### config.mk
export PLATFORM = sky130hd
export DESIGN_NAME = c8core_alu
export DESIGN_NICKNAME = d
export VERILOG_FILES = /design/src/rtl/chip8_cpu_core_unit_defines.svh /design/src/rtl/c8core_pkg.sv /design/src/rtl/c8core_alu.sv
export SDC_FILE = /design/constraint.sdc
export NUM_CORES = 1
export LEC_CHECK = 0
export BUFFER_PORTS_ARGS = -buffer_cell sky130_fd_sc_hd__buf_2
export CELL_PAD_IN_SITES_DETAIL_PLACEMENT = 0
export CELL_PAD_IN_SITES_GLOBAL_PLACEMENT = 2
export CORE_UTILIZATION = 25
export DETAILED_ROUTE_END_ITERATION = 10
export PLACE_DENSITY = 0.64
export REMOVE_ABC_BUFFERS = 1
export SETUP_SLACK_MARGIN = 0.2
export SLEW_MARGIN = 20
export SYNTH_ARGS = -nofsm -noshare
export SYNTH_HDL_FRONTEND = slang
export SYNTH_SLANG_ARGS = --single-unit
### constraint.sdc
create_clock -name vclk -period 3.1
set_input_delay 0.155 -clock vclk [all_inputs]
set_output_delay 0.155 -clock vclk [all_outputs]
set_load 0.03 [all_outputs]
### src/rtl/chip8_cpu_core_unit_defines.svh
// ----------------------------------------------------------------------------
// chip8 cpu core assertion macros
// shared check helpers for the core rtl
// ----------------------------------------------------------------------------
`ifndef CHIP8_CPU_CORE_UNIT_DEFINES_SVH
`define CHIP8_CPU_CORE_UNIT_DEFINES_SVH

// same-cycle implication, checked out of reset
`define C8_ASSERT_IMP(lbl, ante, cons, msg) \
    lbl: assert property (@(posedge i_clk) disable iff (!i_rst_n) (ante) |-> (cons)) \
        else $error(msg);

// next-cycle implication, checked out of reset
`define C8_ASSERT_NXT(lbl, ante, cons, msg) \
    lbl: assert property (@(posedge i_clk) disable iff (!i_rst_n) (ante) |=> (cons)) \
        else $error(msg);

`endif

### src/rtl/c8core_pkg.sv
// ----------------------------------------------------------------------------
// c8core_pkg
// types, constants and small tables shared by the chip8 core modules
// ----------------------------------------------------------------------------
`default_nettype none

package c8core_pkg;

    localparam int unsigned MEM_BYTES  = 4096;
    localparam int unsigned ADDR_W     = 12;
    localparam int unsigned SCREEN_W   = 64;
    localparam int unsigned SCREEN_H   = 32;
    localparam int unsigned ROW_W      = 5;
    localparam int unsigned FONT_BYTES = 80;
    localparam int unsigned NUM_VREGS  = 16;

    localparam logic [1:0] OP_WRITE    = 2'd0;
    localparam logic [1:0] OP_EXEC     = 2'd1;
    localparam logic [1:0] OP_READ_ROW = 2'd2;

    localparam logic [2:0] ALU_ADD  = 3'd0;
    localparam logic [2:0] ALU_SUB  = 3'd1;
    localparam logic [2:0] ALU_AND  = 3'd2;
    localparam logic [2:0] ALU_OR   = 3'd3;
    localparam logic [2:0] ALU_XOR  = 3'd4;
    localparam logic [2:0] ALU_SHR  = 3'd5;
    localparam logic [2:0] ALU_SHL  = 3'd6;
    localparam logic [2:0] ALU_PASS = 3'd7;

    typedef struct packed {
        logic [1:0]  op;
        logic [11:0] mem_address;
        logic [7:0]  mem_data;
        logic [15:0] key_state;
        logic [7:0]  random_byte;
        logic [4:0]  row_select;
    } t_in_word;

    typedef struct packed {
        logic [11:0] program_counter;
        logic [15:0] executed_opcode;
        logic        illegal_opcode;
        logic        screen_changed;
        logic        sound_active;
        logic [63:0] row_pixels;
    } t_out_word;

    typedef struct packed {
        logic [2:0]  op;
        logic [11:0] a;
        logic [11:0] b;
    } t_alu_req;

    typedef struct packed {
        logic [11:0] res;
        logic        flag;
        logic        eq;
    } t_alu_rsp;

    localparam logic [7:0] FONT_ROM [FONT_BYTES] = '{
        8'hF0, 8'h90, 8'h90, 8'h90, 8'hF0, 8'h20, 8'h60, 8'h20, 8'h20, 8'h70,
        8'hF0, 8'h10, 8'hF0, 8'h80, 8'hF0, 8'hF0, 8'h10, 8'hF0, 8'h10, 8'hF0,
        8'h90, 8'h90, 8'hF0, 8'h10, 8'h10, 8'hF0, 8'h80, 8'hF0, 8'h10, 8'hF0,
        8'hF0, 8'h80, 8'hF0, 8'h90, 8'hF0, 8'hF0, 8'h10, 8'h20, 8'h40, 8'h40,
        8'hF0, 8'h90, 8'hF0, 8'h90, 8'hF0, 8'hF0, 8'h90, 8'hF0, 8'h10, 8'hF0,
        8'hF0, 8'h90, 8'hF0, 8'h90, 8'h90, 8'hE0, 8'h90, 8'hE0, 8'h90, 8'hE0,
        8'hF0, 8'h80, 8'h80, 8'h80, 8'hF0, 8'hE0, 8'h90, 8'h90, 8'h90, 8'hE0,
        8'hF0, 8'h80, 8'hF0, 8'h80, 8'hF0, 8'hF0, 8'h80, 8'hF0, 8'h80, 8'h80
    };

    // decimal digit k of v: 0 hundreds, 1 tens, 2 ones
    function automatic logic [7:0] bcd_digit(input logic [7:0] v, input logic [1:0] k);
        logic [1:0] hund;
        logic [7:0] rem;
        logic [3:0] tens;
        logic [7:0] ones;
        hund = (v >= 8'd200) ? 2'd2 : ((v >= 8'd100) ? 2'd1 : 2'd0);
        rem  = v - 8'(hund * 8'd100);
        tens = 4'd0;
        for (int j = 1; j < 10; j++) begin
            if (rem >= 8'(j * 10)) begin
                tens = 4'(j);
            end
        end
        ones = rem - 8'(tens * 8'd10);
        unique case (k)
            2'd0: bcd_digit = {6'd0, hund};
            2'd1: bcd_digit = {4'd0, tens};
            2'd2: bcd_digit = ones;
            default: bcd_digit = 8'd0;
        endcase
    endfunction

endpackage

`default_nettype wire

### src/rtl/c8core_alu.sv
// ----------------------------------------------------------------------------
// c8core_alu
// shared arithmetic unit: 8-bit data ops with flag, 12-bit address adds
// ----------------------------------------------------------------------------
`default_nettype none

module c8core_alu (
    input  c8core_pkg::t_alu_req i_req,
    output c8core_pkg::t_alu_rsp o_rsp
);
    import c8core_pkg::*;

    logic [12:0] sum;
    logic [12:0] diff;

    assign sum  = {1'b0, i_req.a} + {1'b0, i_req.b};
    assign diff = {1'b0, i_req.a} - {1'b0, i_req.b};

    always_comb begin
        o_rsp.eq = (i_req.a == i_req.b);
        unique case (i_req.op)
            ALU_ADD: begin
                o_rsp.res  = sum[11:0];
                o_rsp.flag = sum[8];
            end
            ALU_SUB: begin
                o_rsp.res  = diff[11:0];
                o_rsp.flag = ~diff[12];
            end
            ALU_AND: begin
                o_rsp.res  = i_req.a & i_req.b;
                o_rsp.flag = 1'b0;
            end
            ALU_OR: begin
                o_rsp.res  = i_req.a | i_req.b;
                o_rsp.flag = 1'b0;
            end
            ALU_XOR: begin
                o_rsp.res  = i_req.a ^ i_req.b;
                o_rsp.flag = 1'b0;
            end
            ALU_SHR: begin
                o_rsp.res  = {1'b0, i_req.a[11:1]};
                o_rsp.flag = i_req.a[0];
            end
            ALU_SHL: begin
                o_rsp.res  = {i_req.a[10:0], 1'b0};
                o_rsp.flag = i_req.a[7];
            end
            ALU_PASS: begin
                o_rsp.res  = i_req.b;
                o_rsp.flag = 1'b0;
            end
        endcase
    end

endmodule

`default_nettype wire

==> results of run 1 <==
[through the flow]
stage | power (mW) | hold WS (ns) | std cells | worst slack (ns) | utilization, %
6_report | 0.462 | 0.883 | 433 | 0.484 | 29.3
5_1_grt | 0.516 | 0.956 | 433 | 0.295 | 29.3
4_1_cts | 0.466 | 0.896 | 433 | 0.481 | 29.3
3_5_place_dp | 0.464 | 0.892 | 433 | 0.485 | 29.3
3_3_place_gp | 0.467 | 0.904 | 433 | 0.458 | 29.3
2_1_floorplan | 0.316 | 0.547 | 283 | 0.700 | -
[report_power, final]
group          switching [mW]  internal (mW)  total (mW)
registers                   0              0           0
logic                   0.282          0.180       0.462
clock network               0              0           0
total                   0.282          0.180       0.462
[path summary, 6_finish.rpt]
check  endpoint  slack [ns]  cells past startpoint
max    o_rsp[8]        0.48                     10
min    o_rsp[5]        0.88                      6
[metal layers]
metal / global-route usage [%] / part of all wire (%) / up-vias
met2: 27.5 / 47 / 45
met1: 23.8 / 50 / 1087
met5: 0 / 0 / -
li1: - / - / 1147
met4: 0.253 / 0 / 0
met3: 0.0805 / 3.0 / 0
[cell type report]
type	count	area [um2]	area share (%)
Timing Repair Buffer	45	235	9.72
Inverter	41	154	6.36
Multi-Input combinational cell	242	1900	78.5
Tap cell	105	131	5.43
[cell usage in the layout, fill, tap and decap left out, types with 3 or more instances in the layout]
cell type	instances
a211o_1	3
a21o_1	4
a21oi_1	22
a221oi_1	5
a22oi_1	4
a31oi_1	5
a41oi_1	3
buf_2	41
buf_4	4
ha_1	36
inv_1	41
mux2_2	4
mux2i_1	5
mux4_2	8
nand2_1	18
nand2b_1	4
nand4_1	4
nor2_1	24
nor2b_1	8
nor3_1	7
nor4_1	3
o211ai_1	3
o21ai_0	20
o21bai_1	5
o221a_2	3
o31ai_1	4
or2_2	3
or3_1	4
xnor2_1	7
[critical path: stages]
cell and delay [ns]:
buf_2 0.12, ha_1 0.24, fa_1 0.41, a21o_1 0.23, a221oi_2 0.28, nor2_1 0.08
a31oi_1 0.20, xnor2_1 0.08, mux4_2 0.47, buf_2 0.19
[logic make-up (layout without fill, tap and decap cells)]
group	after synthesis	count (layout)	synth area share (%)
AND/OR/NAND/NOR	83	83	19.3
buffers and inverters	59	86	11.5
adder cells (fa/ha/maj)	38	38	22.9
multiplexers	17	17	12.8
XOR/XNOR	8	8	3.27
AO/OA/AOI/OAI	96	96	30.3
==> metrics.txt, run 1 <==
run status=completed; top cells by count, synth=41 x inv_1, 36 x ha_1, 24 x nor2_1, 22 x a21oi_1, 20 x o21ai_0; share of cells above drive strength 1=between 20% and 30%; DRC viols=0; CTS-repair resized insts=0; Worst slew margin=about 56%; top-count cell post-synth=inv_1; required time worst endpoint=~2.9 ns; post-route cell area=2420 um2; die width=around 95 um; register area share after synthesis=0%; routed vias/inst=roughly 5.3; Worst Setup End Kind=primary output; Row Count=33; TNS Setup=0 ns; DR vias=about 2.3k; Setup crit start kind=primary input; initial DRC count=98; largest cells by area after synthesis=ha_1 21%, mux4_2 8.4%, inv_1 7.2%, a21oi_1 5.1%, o21ai_0 4.7%; initial antenna violation count=0; largest net degree at the start of global routing=21; Slew Viols, Final=0; Final Cycle Share=between 80% and 90%; placed standard-cell area=about 2400 um2; Fmax achieved=between 0.3 and 0.4 GHz; area grow syn2layout=12.8%; leakage dissipation=around 1.2 nW; max-cap violations=0; RSZ-0062 raised after global routing=false; synth warn=0; Layout fillers=about 940; power density over the cells=about 190 nW/um2; number of global-route vias before repair=roughly 2.2k; critical path class=in -> out; first-pass GRT wire length=~11,000 um; Synth area leader=ha_1; Hold Crit Class=in -> out; boundary pin count=41; die area=8960 um2; minimum clock period after layout=2.62 ns; final-report setup violation count=0; DPL Wire Length=between 5000 and 6000 um; Placer Congestion=between 0.7 and 0.8; CP arrival=about 2.5 ns; GRT overflow=0; crit path from=i_req[0]; measured slew at the worst slew-check pin=approximately 0.66 ns; final WL=6900 um; hold buffers post-CTS=0; sequential cell count=0; clock buffers=0; drt wl/cell=about 16 um; post-route ant nets=0; PortBufs=41; Final Hold Vio Count=0; core area=approximately 8300 um2; post-synth top area share=between 20% and 30%; Setup Fix Bufs, Post-CTS=0; Storage cell area=0 um2; mapped cell area=2150 um2; hold path start=i_req[3]; Mapped Cells=~300; GRT Overall Usage=between 10% and 20%; post-synthesis area per instance=a little over 7 um2; starting density of the core=26.0%; Die Ht=94.6 um; number of library cell types mapped by synthesis=53; Peak supply drop=around 0.075 mV; TritonRoute pass-1 iters=4; diodes inserted=0; fin nets=between 300 and 400; CP Max Fanout=4
No activity file was read; power rests on OpenSTA's default activity.
==> run 2: changes to the inputs <==
==> constraint.sdc (replaced) <==
create_clock -name vclk -period 2.7
set_input_delay 0.135 -clock vclk [all_inputs]
set_output_delay 0.135 -clock vclk [all_outputs]
set_load 0.03 [all_outputs]
==> run 2 against run 1 <==
  * Total power increased by 27%
  * Via count increased by 3.3%
  * Wire length increased by 3.1%
  * Sequential share of layout area unchanged
  * Non-clock buffer count increased by 10
  * Clock-buffer cell count unchanged
  * Sequential cell count unchanged
  * Die area unchanged
  * Hold slack got worse by 0.081 ns
  * Global-route usage decreased by 0.43 points
==> metrics.txt, run 2 (synthesized netlist as in run 1, its figures left out) <==
run status=completed (unchanged); multi-input logic area=1990 um2 (was 1900 um2); die width=94.6 um (unchanged); Worst Setup End Kind=primary output (unchanged); minimum clock period after layout=~2.4 ns; required time worst endpoint=2.57 ns (was 2.94 ns); drt wl/cell=16.1 um (was 15.9 um); max-cap violations=0 (unchanged); CP Max Fanout=4 (unchanged); Final Hold Vio Count=0 (unchanged); core area=8260 um2 (unchanged); sequential cell count=0 (unchanged); first-pass GRT wire length=11,200 um (was 11,500 um); slowest CP cell=mux4_2 (unchanged); DPL Wire Length=5740 um (was 5590 um); slack of the critical path=0.288 ns (was 0.484 ns); Placer Congestion=0.791 (was 0.752); die area=8960 um2 (unchanged); Setup Slack @ Placement=0.122 ns (was 0.485 ns); largest delay contributor family on the critical path=compound AO/OA/AOI/OAI gates (unchanged); area grow syn2layout=21.7% (was 12.8%); Final Cycle Share=roughly nine tenths; Peak supply drop=0.0782 mV (was 0.0751 mV); initial antenna violation count=0 (unchanged); clock buffers=0 (unchanged); starting density of the core=26.0% (unchanged); initial DRC count=103 (was 98); GRT Overall Usage=15.6% (was 16.1%); leakage dissipation=1.20 nW (was 1.15 nW); Die Ht=94.6 um (unchanged); GRT overflow=0 (unchanged); number of global-route vias before repair=2,161 (was 2,185); most common cell after layout, fill and taps aside=inv_1; diodes inserted=0 (unchanged); post-route ant nets=0 (unchanged); fin nets=405 (was 395); Setup crit start kind=primary input (unchanged); commonest non-fill, non-tap cells in the layout=41 x inv_1, 37 x buf_2, 29 x ha_1 (was 41 x inv_1, 41 x buf_2, 36 x ha_1); critical path class=in -> out (unchanged); Storage cell area=0 um2 (unchanged); CP arrival=2.28 ns (was 2.46 ns); TritonRoute pass-1 iters=4 (unchanged); Worst slew margin=56.8% (was 55.6%); RSZ-0062 raised after global routing=true (was false); DRC viols=0 (unchanged); PortBufs=41 (unchanged); Worst path max stage delay=0.48 ns (was 0.47 ns); Fmax achieved=0.415 GHz; power density over the cells=224 nW/um2 (was 191 nW/um2); boundary pin count=41 (unchanged); final-report setup violation count=0 (unchanged); measured slew at the worst slew-check pin=0.645 ns (was 0.664 ns); share of cells above drive strength 1=26.3% (was 20.1%); critical path, cell by cell=buf_8, ha_4, fa_2, a21o_1, a221oi_2, nor2_1, a31oi_1, xnor2_1, mux4_2, buf_6 (was buf_2, ha_1, fa_1, a21o_1, a221oi_2, nor2_1, a31oi_1, xnor2_1, mux4_2, buf_2); routed vias/inst=5.32 (was 5.26); largest net degree at the start of global routing=21 (unchanged); DR vias=2,355 (was 2,279); Layout fillers=921 (was 943); CP bufs+invs=2 (unchanged); Row Count=33 (unchanged); TNS Setup=0 ns (unchanged); Hold Crit Class=in -> out (unchanged); Slew Viols, Final=0 (unchanged); hold buffers post-CTS=0 (unchanged); final WL=7120 um (was 6900 um)
run 2: changes by cell type in the layout (fill, tap and decap cells not counted), sizes merged:
| cell | previous run | this run |
|---|---|---|
| buf | 45 | 55 |
run 2: final timing paths:
kind / startpoint / end / slack (ns) / cells after the start
min: i_req[0] / o_rsp[2] / 0.80 / 6
max: i_req[0] / o_rsp[8] / 0.29 / 10
run 2: metal layers:
layer	wire, um	GRT usage [%]	vias to the layer above
li1	-	-	1168
met1	3580	22.9	1147
met2	3370	27.2	40
met3	163	0.0805	0
met4	0	0	0
met5	0	0	-
run 2: tightest hold or removal path: cells and delay by family:
family,cells,cell delay [ns]
buffers and inverters,2,0.27
and+or+nand+nor,1,0.05
AOI/OAI and AO/OA,3,0.21
run 2: metrics by stage:
stage | hold slack [ns] | area (um2) | total power, mW | cells | util (%)
2_1_floorplan | 0.507 | 2050 | 0.363 | 283 | -
3_3_place_gp | 0.856 | 2460 | 0.552 | 439 | 29.8
3_5_place_dp | 0.857 | 2460 | 0.549 | 439 | 29.8
4_1_cts | 0.858 | 2500 | 0.561 | 443 | 30.3
5_1_grt | 0.880 | 2610 | 0.643 | 443 | 31.6
6_report | 0.802 | 2610 | 0.584 | 443 | 31.6
run 2: timing repair:
item	in CTS	in global routing
buffers inserted	4	0
pin swaps	2	10
endpoints found under the setup margin	1	7
resized for setup	2	25
run 2: layout make-up:
class                           count  share of cell area [%]
Multi-Input combinational cell    242                    76.2
Inverter                           41                    5.89
Timing Repair Buffer               55                    12.8
Tap cell                          105                    5.03
run 2: power breakdown:
part / internal (mW) / switching (mW)
registers: 0 / 0
clock network: 0 / 0
logic: 0.243 / 0.341
total: 0.243 / 0.341
